[config.mk]
export PLATFORM = sky130hd
export DESIGN_NAME = mbrt_ctrl
export DESIGN_NICKNAME = d
export VERILOG_FILES = /design/src/hw/rtl/mbrt_pkg.sv /design/src/hw/rtl/mbrt_ctrl.sv
export SDC_FILE = /design/constraint.sdc
export NUM_CORES = 1
export LEC_CHECK = 0
export BUFFER_PORTS_ARGS = -buffer_cell sky130_fd_sc_hd__buf_2
export CAP_MARGIN = 25
export CELL_PAD_IN_SITES_DETAIL_PLACEMENT = 0
export CELL_PAD_IN_SITES_GLOBAL_PLACEMENT = 1
export CORE_MARGIN = 3
export CORE_UTILIZATION = 33
export CTS_CLUSTER_SIZE = 40
export DETAILED_ROUTE_END_ITERATION = 10
export GPL_TIMING_DRIVEN = 1
export HOLD_SLACK_MARGIN = 0.02
export PLACE_DENSITY_LB_ADDON = 0.12
export SLEW_MARGIN = 20
export SYNTH_ARGS = -nofsm -noshare
export SYNTH_HDL_FRONTEND = slang
export SYNTH_SLANG_ARGS = --single-unit
[constraint.sdc]
create_clock -name clk -period 2.6 [get_ports clk]
set_input_delay 0.65 -clock clk [delete_from_list [all_inputs] [get_ports clk]]
set_output_delay 0.65 -clock clk [all_outputs]
set_load 0.02 [all_outputs]
[src/hw/rtl/mbrt_pkg.sv]
// shared types and constants for the missing block range tracker
`default_nettype none

package mbrt_pkg;

    localparam int MAX_BLOCKS = 4096;
    localparam int IDX_W      = 12;
    localparam int CNT_W      = 13;
    localparam int WORD_W     = 64;
    localparam int OFF_W      = 6;
    localparam int WADDR_W    = IDX_W - OFF_W;
    localparam int NWORDS     = MAX_BLOCKS / WORD_W;
    localparam int IN_DATA_W  = 16;
    localparam int OUT_DATA_W = 40;

    localparam logic [CNT_W-1:0] BLOCK_COUNT_RESET = CNT_W'(4096);

    localparam logic MODE_ARRIVE = 1'b0;
    localparam logic MODE_SCAN   = 1'b1;

    typedef enum logic [3:0] {
        S_IDLE,
        S_DISPATCH,
        S_FILL,
        S_ARR_RD,
        S_ARR_UPD,
        S_EMIT_ONE,
        S_SRCH_RD,
        S_SRCH,
        S_RUN_RD,
        S_RUN,
        S_TAIL_RD,
        S_TAIL,
        S_FINISH
    } state_t;

    typedef enum logic [1:0] {
        EMIT_NONE,
        EMIT_PLAIN,
        EMIT_HELD,
        EMIT_LAST
    } emit_t;

    typedef struct packed {
        logic  accept;
        logic  start;
        logic  fill_wr;
        logic  arr_upd;
        logic  scan_init;
        logic  find_zero;
        logic  run_open;
        logic  run_close;
        logic  next_word;
        logic  set_more;
        logic  finish;
        emit_t emit;
    } cmd_t;

    typedef struct packed {
        logic started;
        logic mode;
        logic fill_last;
        logic hit;
        logic last_word;
        logic held_valid;
        logic runs_at_limit;
        logic out_free;
    } stat_t;

endpackage

`default_nettype wire

[src/hw/rtl/mbrt_ctrl.sv]
// controller state machine for the missing block range tracker
`default_nettype none

module mbrt_ctrl
    import mbrt_pkg::*;
(
    input  wire   clk,
    input  wire   rst_n,
    input  wire   s_tvalid,
    output logic  s_tready,
    input  stat_t stat,
    output cmd_t  cmd
);

    state_t state_reg;
    state_t state_next;

    always_ff @(posedge clk or negedge rst_n)
    begin
        if (!rst_n)
        begin
            state_reg <= S_IDLE;
        end
        else
        begin
            state_reg <= state_next;
        end
    end

    always_comb
    begin
        state_next = state_reg;
        cmd        = '0;
        cmd.emit   = EMIT_NONE;
        s_tready   = 1'b0;

        unique case (state_reg)
            S_IDLE:
            begin
                s_tready = 1'b1;
                if (s_tvalid)
                begin
                    cmd.accept = 1'b1;
                    state_next = S_DISPATCH;
                end
            end
            S_DISPATCH:
            begin
                if (stat.mode == MODE_ARRIVE)
                begin
                    if (!stat.started)
                    begin
                        cmd.start  = 1'b1;
                        state_next = S_FILL;
                    end
                    else
                    begin
                        state_next = S_ARR_RD;
                    end
                end
                else if (!stat.started)
                begin
                    state_next = S_EMIT_ONE;
                end
                else
                begin
                    cmd.scan_init = 1'b1;
                    state_next    = S_SRCH_RD;
                end
            end
            S_FILL:
            begin
                cmd.fill_wr = 1'b1;
                if (stat.fill_last)
                begin
                    state_next = S_ARR_RD;
                end
            end
            S_ARR_RD:
            begin
                state_next = S_ARR_UPD;
            end
            S_ARR_UPD:
            begin
                cmd.arr_upd = 1'b1;
                state_next  = S_EMIT_ONE;
            end
            S_EMIT_ONE:
            begin
                if (stat.out_free)
                begin
                    cmd.emit   = EMIT_PLAIN;
                    state_next = S_IDLE;
                end
            end
            S_SRCH_RD:
            begin
                state_next = S_SRCH;
            end
            S_SRCH:
            begin
                if (stat.hit)
                begin
                    cmd.run_open = 1'b1;
                    state_next   = S_RUN;
                end
                else if (stat.last_word)
                begin
                    state_next = S_FINISH;
                end
                else
                begin
                    cmd.next_word = 1'b1;
                    state_next    = S_SRCH_RD;
                end
            end
            S_RUN_RD:
            begin
                cmd.find_zero = 1'b1;
                state_next    = S_RUN;
            end
            S_RUN:
            begin
                cmd.find_zero = 1'b1;
                if (stat.hit || stat.last_word)
                begin
                    // previous range goes out before the new one is held
                    if (!stat.held_valid || stat.out_free)
                    begin
                        cmd.run_close = 1'b1;
                        if (stat.held_valid)
                        begin
                            cmd.emit = EMIT_HELD;
                        end
                        if (!stat.hit)
                        begin
                            state_next = S_FINISH;
                        end
                        else if (stat.runs_at_limit)
                        begin
                            state_next = S_TAIL;
                        end
                        else
                        begin
                            state_next = S_SRCH;
                        end
                    end
                end
                else
                begin
                    cmd.next_word = 1'b1;
                    state_next    = S_RUN_RD;
                end
            end
            S_TAIL_RD:
            begin
                state_next = S_TAIL;
            end
            S_TAIL:
            begin
                if (stat.hit)
                begin
                    cmd.set_more = 1'b1;
                    state_next   = S_FINISH;
                end
                else if (stat.last_word)
                begin
                    state_next = S_FINISH;
                end
                else
                begin
                    cmd.next_word = 1'b1;
                    state_next    = S_TAIL_RD;
                end
            end
            S_FINISH:
            begin
                if (stat.out_free)
                begin
                    cmd.emit   = EMIT_LAST;
                    cmd.finish = 1'b1;
                    state_next = S_IDLE;
                end
            end
            default:
            begin
                state_next = S_IDLE;
            end
        endcase
    end

endmodule

`default_nettype wire

==> impl_results.md, run 1 <==
- Status: complete, no violations
- Final WL: 1480 um
- DR vias: ~640
- Synth unique cells: 42
- GR Util All Layers: 13.9%
- WP data required: about 2000 ps
- DRC Markers: 0
- # fillers: ~180
- Final setup TNS: 0 ps
- Initial drt markers: 6
- Relative slew slack: a little under three quarters
- Placed Instance Area: 699 um^2
- Ports: 25
- DP Worst Slack: around 420 ps
- Synth-to-layout area growth: 24.6%
- Layout Cells excl Fill: about 120
- Critical path arrival: 1670 ps
- Startpoint Class: flop
- Cts hold-fix bufs: 0
- Die Y: roughly 48 um
- Final min period: roughly 2300 ps
- Clock transition at path regs: around 40 ps
- CP max FO: 9
- Maximum VDD drop: between 0.0003 and 0.0004 V
- Vias/cell: ~5.4
- Port Buffers: 24
- Ys async rst share: 100%
- First-pass GRT wire length: approximately 2300 um
- Die width: 47.9 um
- Syn Nets: 94
- Die area: 0.00229 mm^2
- Post-CTS Setup Bufs: 0
- DP HPWL: 1140 um
- Max FFs per register: 4
- Post-synth EDFFs: 0
- Initial antenna violation count: 0
- RSZ-0062 raised after global routing: no
- Fin crit share: 89.1%
- Post-synthesis sequential area ratio: approximately 17%
- Post-synthesis average cell area: roughly 7.2 um^2
- Final Cell Area: slightly above 700 um^2
- Avg WL per Cell: between 10 and 15 um
- Synthesized area: approximately 580 um^2
- Placed Instances: 115
- GRT overflow: 0
- Vias in the first global route: ~550
- Max-Cap Viols: 0
- Core ar.: 0.00158 mm^2
- Num CTS Buffers: 3
- Post-synth top area share: 17.3%
- CTS Root Cell: clkbuf_4
- Final setup violation count: 0
- Top cells by area, synth: dfrtp_1, ha_1, a21oi_1
- CTS tree: built
- Htree depth: 1
- Fmax: approximately 0.43 GHz
- Max-slew violations: 0
- Insertion delay to the later sink of the worst-skew pair: around 230 ps
- Seq cells post-synth: 4
- Synth Instances: 80
- Fin. Hold Viols: 0
- Post-synth top flop: dfrtp_1
- # clock sinks: 4
- CTS max path bufs: 2
- ANT nets after route: 0
- PostCTS Resize Cnt: 0
- Initial Util: between 30% and 40%
- YS warnings: 0
- Pre-antenna DRT Iters: 3
- Area leader, netlist: dfrtp_1
- Global placer's final weighted congestion: roughly 0.84
- Synth top cells by count: nand2_1, nor2_1, a21oi_1
- Pleak: between 0.3 and 0.4 nW
- R2R depth: 5
- Slew @ Worst Pin: 430 ps
- Crit path kind: flop to primary output
- N_diodes: 0
- Share of layout cells above drive strength 1: between 30% and 40%
- CP Capture Type: primary output
- Final Skew: 5.23 ps
- FP Rows: 14
- Final nets: about 120
- Largest net degree at the start of global routing: 18
- Hold_ws: 211 ps
- Final setup margin: 284 ps
- Hold crit path type: primary input to asynchronous set/reset pin
- Power Dens Cells: 1010 mW/mm^2
[path summary, 6_finish.rpt]
check	endpoint	start	slack (ps)
max	cmd[1]	state_reg[1]	280
min	state_reg[1]	rst_n	210
max reg2reg	state_reg[0]	state_reg[2]	820
min reg2reg	state_reg[0]	state_reg[0]	730
max in group asynchronous	state_reg[0]	rst_n	2270
min in group clk	state_reg[0]	state_reg[0]	730
[power by group]
group          leakage [nW]  internal (W)   total, W  switching (W)
clock                0.0138     0.0000515  0.0000754      0.0000239
sequential           0.0512     0.0000910   0.000156      0.0000654
combinational         0.305      0.000211   0.000498       0.000288
[layout by cell type (no fill, tap or decap), types with 2 or more instances in the layout]
cell and count:
a21oi_1 5, a31oi_1 2, and4_1 2, buf_2 24, buf_4 3, clkbuf_4 3
dfrtp_1 4, ha_1 3, inv_1 3, nand2_1 6, nand2b_1 3, nand4_1 2
nor2_1 6, nor2b_1 3, nor3_1 3, nor3b_1 2, nor4_1 3, o21ai_0 3
[cell type report]
cell class | count | area (um^2) | area share (%)
multi-input combinational | 64 | 422 | 58.4
inverter | 4 | 15.0 | 2.08
clock buffer | 3 | 22.5 | 3.12
sequential | 4 | 100 | 13.9
tap | 16 | 20.0 | 2.77
timing repair buffer | 27 | 143 | 19.8
[worst max-delay path: stages, from the launching register on]
cell and delay [ps]:
dfrtp_1 470, nor2b_1 390, nand3_1 220, o21bai_1 170, buf_2 180
[stage by stage]
stage / total power, W / util [%]
floorplan: 0.000538 / -
global placement: 0.000665 / 44.4
detailed placement: 0.000656 / 44.4
CTS: 0.000736 / 45.8
global route: 0.000801 / 45.8
finish: 0.000730 / 45.8
[cell families (layout without fill, tap and decap cells)]
| kind of cell | after synthesis | count (layout) | synth area share (%) |
|---|---|---|---|
| flip-flops | 4 | 4 | 17.3 |
| adder cells (fa/ha/maj) | 3 | 3 | 6.48 |
| AO/OA/AOI/OAI | 20 | 20 | 22.9 |
| multiplexers | 2 | 2 | 3.67 |
| AND/OR/NAND/NOR | 38 | 38 | 38.2 |
| buffers and inverters | 12 | 34 | 9.93 |
| XOR/XNOR | 1 | 1 | 1.51 |
[routing by layer]
layer,wire length [um],global-route usage [%],vias up,part of all wire [%]
met4,22,4.84,0,1.5
met1,724,17.8,288,49
met3,54,2.26,2,3.7
met5,0,0,-,0
li1,-,-,332,-
met2,673,23.2,17,46
Note: power is estimated with default switching activity, not from simulation.
==> run 2, diff against run 1 <==
Settings changed: ABC_AREA from default to 1, CORE_UTILIZATION 33 to 31.
==> impl_results.md, run 2 <==
- Hold crit path type: primary input to asynchronous set/reset pin (unchanged)
- Top cells by area, synth: nand2_1, dfrtp_1, inv_1 (was dfrtp_1, ha_1, a21oi_1)
- Post-synthesis mux area share: 0% (was 3.67%)
- Largest net degree at the start of global routing: 10 (was 18)
- Num CTS Buffers: 3 (unchanged)
- Post-synthesis average cell area: 5.27 um^2 (was 7.24 um^2)
- Initial drt markers: 13 (was 6)
- Syn Nets: 127 (was 94)
- Synth Area in Compound Gates: 6.93% (was 22.9%)
- Clock transition at path regs: 40 ps (about the same)
- Die width: 49.8 um (was 47.9 um)
- Initial Util: 33.8% (was 36.7%)
- Synthesized area: 596 um^2 (was 579 um^2)
- GR Util All Layers: 12.9% (was 13.9%)
- Port Buffers: 24 (unchanged)
- Slew @ Worst Pin: 382 ps (was 430 ps)
- Area of the multi-input gates: 394 um^2 (was 422 um^2)
- Maximum VDD drop: 0.000315 V (was 0.000333 V)
- Ports: 25 (unchanged)
- Post-synthesis sequential area ratio: 16.8% (was 17.3%)
- DR vias: 700 (was 639)
- Commonest non-fill, non-tap cell in the layout: nand2_1 (was buf_2)
- Synth unique cells: 17 (was 42)
- Synth Instances: 113 (was 80)
- CP Capture Type: primary output (unchanged)
- Share of layout cells above drive strength 1: 25.2% (was 34.3%)
- Vias/cell: 4.27 (was 5.42)
- Core ar.: 0.00176 mm^2 (was 0.00158 mm^2)
- Htree depth: 1 (unchanged)
- Insertion delay to the later sink of the worst-skew pair: 230 ps (about the same)
- Final Skew: 4.26 ps (was 5.23 ps)
- Relative slew slack: 74.5% (was 71.3%)
- # clock sinks: 4 (unchanged)
- First-pass GRT wire length: 2550 um (was 2280 um)
- Ys async rst share: 100% (unchanged)
- Synth top cells by count: nand2_1, inv_1, nor2_1 (was nand2_1, nor2_1, a21oi_1)
- Fin crit share: 83.9% (was 89.1%)
- Critical path arrival: 1530 ps (was 1670 ps)
- Cts hold-fix bufs: 0 (unchanged)
- Largest family of logic cells by synthesized area: simple AND/OR/NAND/NOR gates (unchanged)
- Die area: 0.00248 mm^2 (was 0.00229 mm^2)
- Pre-antenna DRT Iters: 4 (was 3)
- WP data required: 1950 ps (about the same)
- Post-CTS Setup Bufs: 0 (unchanged)
- Final total power: 0.000733 W (was 0.000730 W)
- Vias in the first global route: 629 (was 554)
- Sequential cell area: 100 um^2 (unchanged)
- Initial antenna violation count: 0 (unchanged)
- CTS tree: built (unchanged)
- Global placer's final weighted congestion: 0.774 (was 0.841)
- Final WL: 1570 um (was 1480 um)
- YS warnings: 0 (unchanged)
- RSZ-0062 raised after global routing: no (unchanged)
- Startpoint Class: flop (unchanged)
- Avg WL per Cell: 9.55 um (was 12.5 um)
- CP max FO: 9 (unchanged)
- Final nets: 155 (was 118)
- Die Y: 49.8 um (was 47.9 um)
- Max-slew violations: 0 (unchanged)
- Post-synth top area share: 22.1% (was 17.3%)
- Post-Synth Simple-Gate Area: 52.9% (was 38.2%)
- DP HPWL: 1320 um (was 1140 um)
- Max FFs per register: 4 (unchanged)
- Synth Area in XOR/XNOR: 0% (was 1.51%)
- Crit path kind: flop to primary output (unchanged)
- Fin. Hold Viols: 0 (unchanged)
- Most frequent cells in the layout: nand2_1, buf_2, inv_1 (was buf_2, nor2_1, nand2_1)
- FP Rows: 15 (was 14)
- GRT overflow: 0 (unchanged)
- Fmax: 0.458 GHz (was 0.432 GHz)
- Max-Cap Viols: 0 (unchanged)
- Status: complete, no violations (unchanged)
- Most frequent cell after synthesis: nand2_1
- Power Dens Cells: 967 mW/mm^2 (was 1010 mW/mm^2)
- Post-synth top flop: dfrtp_1 (unchanged)
- Post-synth EDFFs: 0 (unchanged)
- Final setup TNS: 0 ps (unchanged)
- CTS Root Cell: clkbuf_4 (unchanged)
- # fillers: 229 (was 181)
- Pleak: 0.511 nW (was 0.370 nW)
- N_diodes: 0 (unchanged)
- Synth-to-layout area growth: 27.3% (was 24.6%)
- Final setup violation count: 0 (unchanged)
- Seq cells post-synth: 4 (unchanged)
- ANT nets after route: 0 (unchanged)
- PostCTS Resize Cnt: 0 (unchanged)
- Area leader, netlist: nand2_1 (was dfrtp_1)
- DRC Markers: 0 (unchanged)
- Final min period: 2180 ps (was 2320 ps)
- CTS max path bufs: 2 (unchanged)
- Adder-cell share of the synthesized area: 6.30% (was 6.48%)
-- run 2: changes by cell type after synthesis, sizes merged, moves of 3 or more --
cell	before	now
nand3	1	8
nor2	7	24
inv	4	24
nor4	3	0
nor2b	3	0
buf	5	1
nand2	6	37
nand2b	3	0
a21oi	5	2
-- run 2: critical path: stages, from the launching register on --
cell and delay [ps]:
dfrtp_1 560, nand2_1 120, nor2_1 160, inv_1 70
nand2_1 60, nand2_1 70, o21ai_0 70, buf_2 180
-- run 2: worst paths after layout --
check / from / endpoint / slack, ps / depth (start not counted)
min in group clk: state_reg[3] / state_reg[3] / 630 / 2
worst max-delay path: state_reg[0] / cmd[4] / 420 / 7
worst min-delay path: rst_n / state_reg[0] / 210 / 1
max in group asynchronous: rst_n / state_reg[1] / 2270 / 1
worst min register to register: state_reg[3] / state_reg[3] / 630 / 2
worst max register to register: state_reg[0] / state_reg[1] / 1200 / 7
-- run 2: logic make-up after synthesis --
logic type / count (synthesis)
AOI/OAI and AO/OA: 8
DFF: 4
adders and majority gates: 3
buffers and inverters: 25
and+or+nand+nor: 73
-- run 2: stage by stage --
step / util (%) / instances / hold WS, ps / worst slack, ps / area (um^2)
6_report: 43.0 / 164 / 210 / 418 / 758
3_3_place_gp: 41.7 / 161 / 452 / 599 / 736
4_1_cts: 43.0 / 164 / 211 / 411 / 758
3_5_place_dp: 41.7 / 161 / 456 / 569 / 736
5_1_grt: 43.0 / 164 / 217 / 247 / 758
2_1_floorplan: - / 113 / 354 / 574 / 596
-- run 2: final cells by class --
cell class | instances | share of cell area (%)
multi-input cells | 84 | 52.0
repair buffers | 24 | 15.8
flip-flops and latches | 4 | 13.2
inverters | 24 | 11.9
well taps | 25 | 4.13
clock buffers | 3 | 2.97
-- run 2: layer usage --
| metal | vias to the layer above | wire length [um] | GRT usage (%) |
|---|---|---|---|
| met5 | - | 0 | 0 |
| met2 | 21 | 723 | 22.0 |
| met4 | 0 | 0 | 2.76 |
| li1 | 394 | - | - |
| met1 | 285 | 762 | 17.5 |
| met3 | 0 | 80 | 0.906 |
-- run 2: power by group --
group	leakage, nW	switching [W]	total [W]	internal [W]
sequential	0.0508	0.0000639	0.000158	0.0000943
combinational	0.446	0.000338	0.000499	0.000161
clock	0.0138	0.0000244	0.0000760	0.0000516
total	0.511	0.000426	0.000733	0.000307
==> run 3, diff against run 2 <==
Settings changed: ABC_AREA 1 to 0.
Clock period 2.6 ns to 2.1 ns, I/O delays scaled along.
==> impl_results.md, run 3 (synthesized netlist as in run 1, its figures left out) <==
- Status: complete, no violations (unchanged)
- DR vias: 671 (was 700)
- # fillers: 186 (was 229)
- Final Skew: 2.22 ps (was 4.26 ps)
- Initial Util: 35.6% (was 33.8%)
- Vias/cell: 5.08 (was 4.27)
- # clock sinks: 4 (unchanged)
- Final total power: 0.00103 W (was 0.000733 W)
- First-pass GRT wire length: 2530 um (was 2550 um)
- Vias in the first global route: 561 (was 629)
- DRC Markers: 0 (unchanged)
- N_diodes: 0 (unchanged)
- Hold crit path type: primary input to asynchronous set/reset pin (unchanged)
- CP top delay family: simple AND/OR/NAND/NOR gates (was flip-flops)
- Core ar.: 0.00163 mm^2 (was 0.00176 mm^2)
- Ports: 25 (unchanged)
- Port Buffers: 24 (unchanged)
- CTS tree: built (unchanged)
- Slew @ Worst Pin: 341 ps (was 382 ps)
- Share of layout cells above drive strength 1: 42.6% (was 25.2%)
- Insertion delay to the later sink of the worst-skew pair: 230 ps (about the same)
- Die area: 0.00242 mm^2 (was 0.00248 mm^2)
- Slowest stage delay, CP: 420 ps (was 560 ps)
- Die Y: 49.2 um (was 49.8 um)
- Final setup violation count: 0 (unchanged)
- Pre-antenna DRT Iters: 4 (unchanged)
- Pleak: 0.403 nW (was 0.511 nW)
- ANT nets after route: 0 (unchanged)
- GRT overflow: 0 (unchanged)
- Power Dens Cells: 1280 mW/mm^2 (was 967 mW/mm^2)
- Final nets: 124 (was 155)
- Initial drt markers: 7 (was 13)
- Sequential cell area: 103 um^2 (was 100 um^2)
- CTS Root Cell: clkbuf_4 (unchanged)
- Htree depth: 1 (unchanged)
- Final WL: 1600 um (was 1570 um)
- Most frequent cells in the layout: buf_2, buf_4, nor2_1, nand2_1, a21oi_1 (was nand2_1, buf_2, inv_1)
- Critical path arrival: 1460 ps (was 1530 ps)
- Initial antenna violation count: 0 (unchanged)
- Max-Cap Viols: 0 (unchanged)
- WP data required: 1570 ps (was 1950 ps)
- CP max FO: 6 (was 9)
- Hold_ws: 86.7 ps (was 210 ps)
- CP Cell Sequence: inv_2 > nor2_1 > a21oi_1 > nor3b_1 > buf_2 (was nand2_1 > nor2_1 > inv_1 > nand2_1 > nand2_1 > o21ai_0 > buf_2)
- Fmax: 0.503 GHz
- CTS max path bufs: 2 (unchanged)
- GR Util All Layers: 13.0% (was 12.9%)
- Area of the multi-input gates: 437 um^2 (was 394 um^2)
- Max FFs per register: 4 (unchanged)
- Maximum VDD drop: 0.000458 V (was 0.000315 V)
- CP Capture Type: primary output (unchanged)
- Die width: 49.2 um (was 49.8 um)
- Commonest non-fill, non-tap cell in the layout: buf_2 (was nand2_1)
- Crit path kind: flop to primary output (unchanged)
- Startpoint Class: flop (unchanged)
- Relative slew slack: 76.9% (was 74.5%)
- Global placer's final weighted congestion: 0.831 (was 0.774)
- Critical-path top delay cell: dfrtp_1 (unchanged)
- Fin crit share: between 90% and 100%
- FP Rows: 14 (was 15)
- DP HPWL: 1220 um (was 1320 um)
- Worst path bufs/invs: 2 (unchanged)
- Max-slew violations: 0 (unchanged)
- RSZ-0062 raised after global routing: no (unchanged)
- Clock transition at path regs: 40 ps (about the same)
- Largest net degree at the start of global routing: 14 (was 10)
- Synth-to-layout area growth: 39.3% (was 27.3%)
- Avg WL per Cell: 12.1 um (was 9.55 um)
- Cts hold-fix bufs: 0 (unchanged)
- Fin. Hold Viols: 0 (unchanged)
- Final min period: approximately 2000 ps
- Num CTS Buffers: 3 (unchanged)
## run 3: per-stage QoR
stage                     cell area (um^2)  TNS (ps)  util, %  instances  setup WS (ps)
final                                  807         0     49.5        132            111
after global routing                   807         0     49.5        132           19.4
after CTS                              768         0     47.2        129         0.0636
after detailed placement               744         0     45.7        126            194
after global placement                 744         0     45.7        126            243
after floorplan                        592     -36.4        -         80          -36.4
## run 3: what timing repair did
action                                  4_1_cts  5_1_grt
setup buffers                                 0        3
cloned                                        0        0
endpoints found under the setup margin        1        3
gates resized for setup                       1        2
## run 3: worst paths after layout
kind | end | slack (ps) | start | cells past startpoint
max reg2reg | state_reg[0] | 490 | state_reg[0] | 6
min in group clk | state_reg[1] | 650 | stat[5] | 3
max | cmd[4] | 110 | state_reg[2] | 5
min reg2reg | state_reg[0] | 730 | state_reg[0] | 2
min | state_reg[0] | 90 | rst_n | 1
max in group asynchronous | state_reg[3] | 1880 | rst_n | 1
## run 3: where the power goes
part,internal [W],switching [W]
logic,0.000349,0.000401
registers,0.000117,0.0000696
clock network,0.0000638,0.0000299
## run 3: worst register-to-register path: stages (launching register included)
cell	delay (ps)
dfrtp_1	400
buf_4	170
xnor2_1	140
or4_4	430
o21ai_2	100
nor2_2	80
a22o_1	180
## run 3: layout make-up
class	instances	area share [%]
Inverter	4	1.86
Timing Repair Buffer	33	24.8
Multi-Input combinational cell	64	54.1
Sequential cell	4	12.7
Tap cell	24	3.72
Clock buffer	3	2.79
## run 3: metal layers
metal | vias to the layer above | global-route usage (%) | routed length [um]
met4 | 0 | 1.42 | 0
li1 | 351 | - | -
met2 | 27 | 19.9 | 710
met1 | 293 | 17.8 | 781
met5 | - | 0 | 0
met3 | 0 | 4.59 | 106
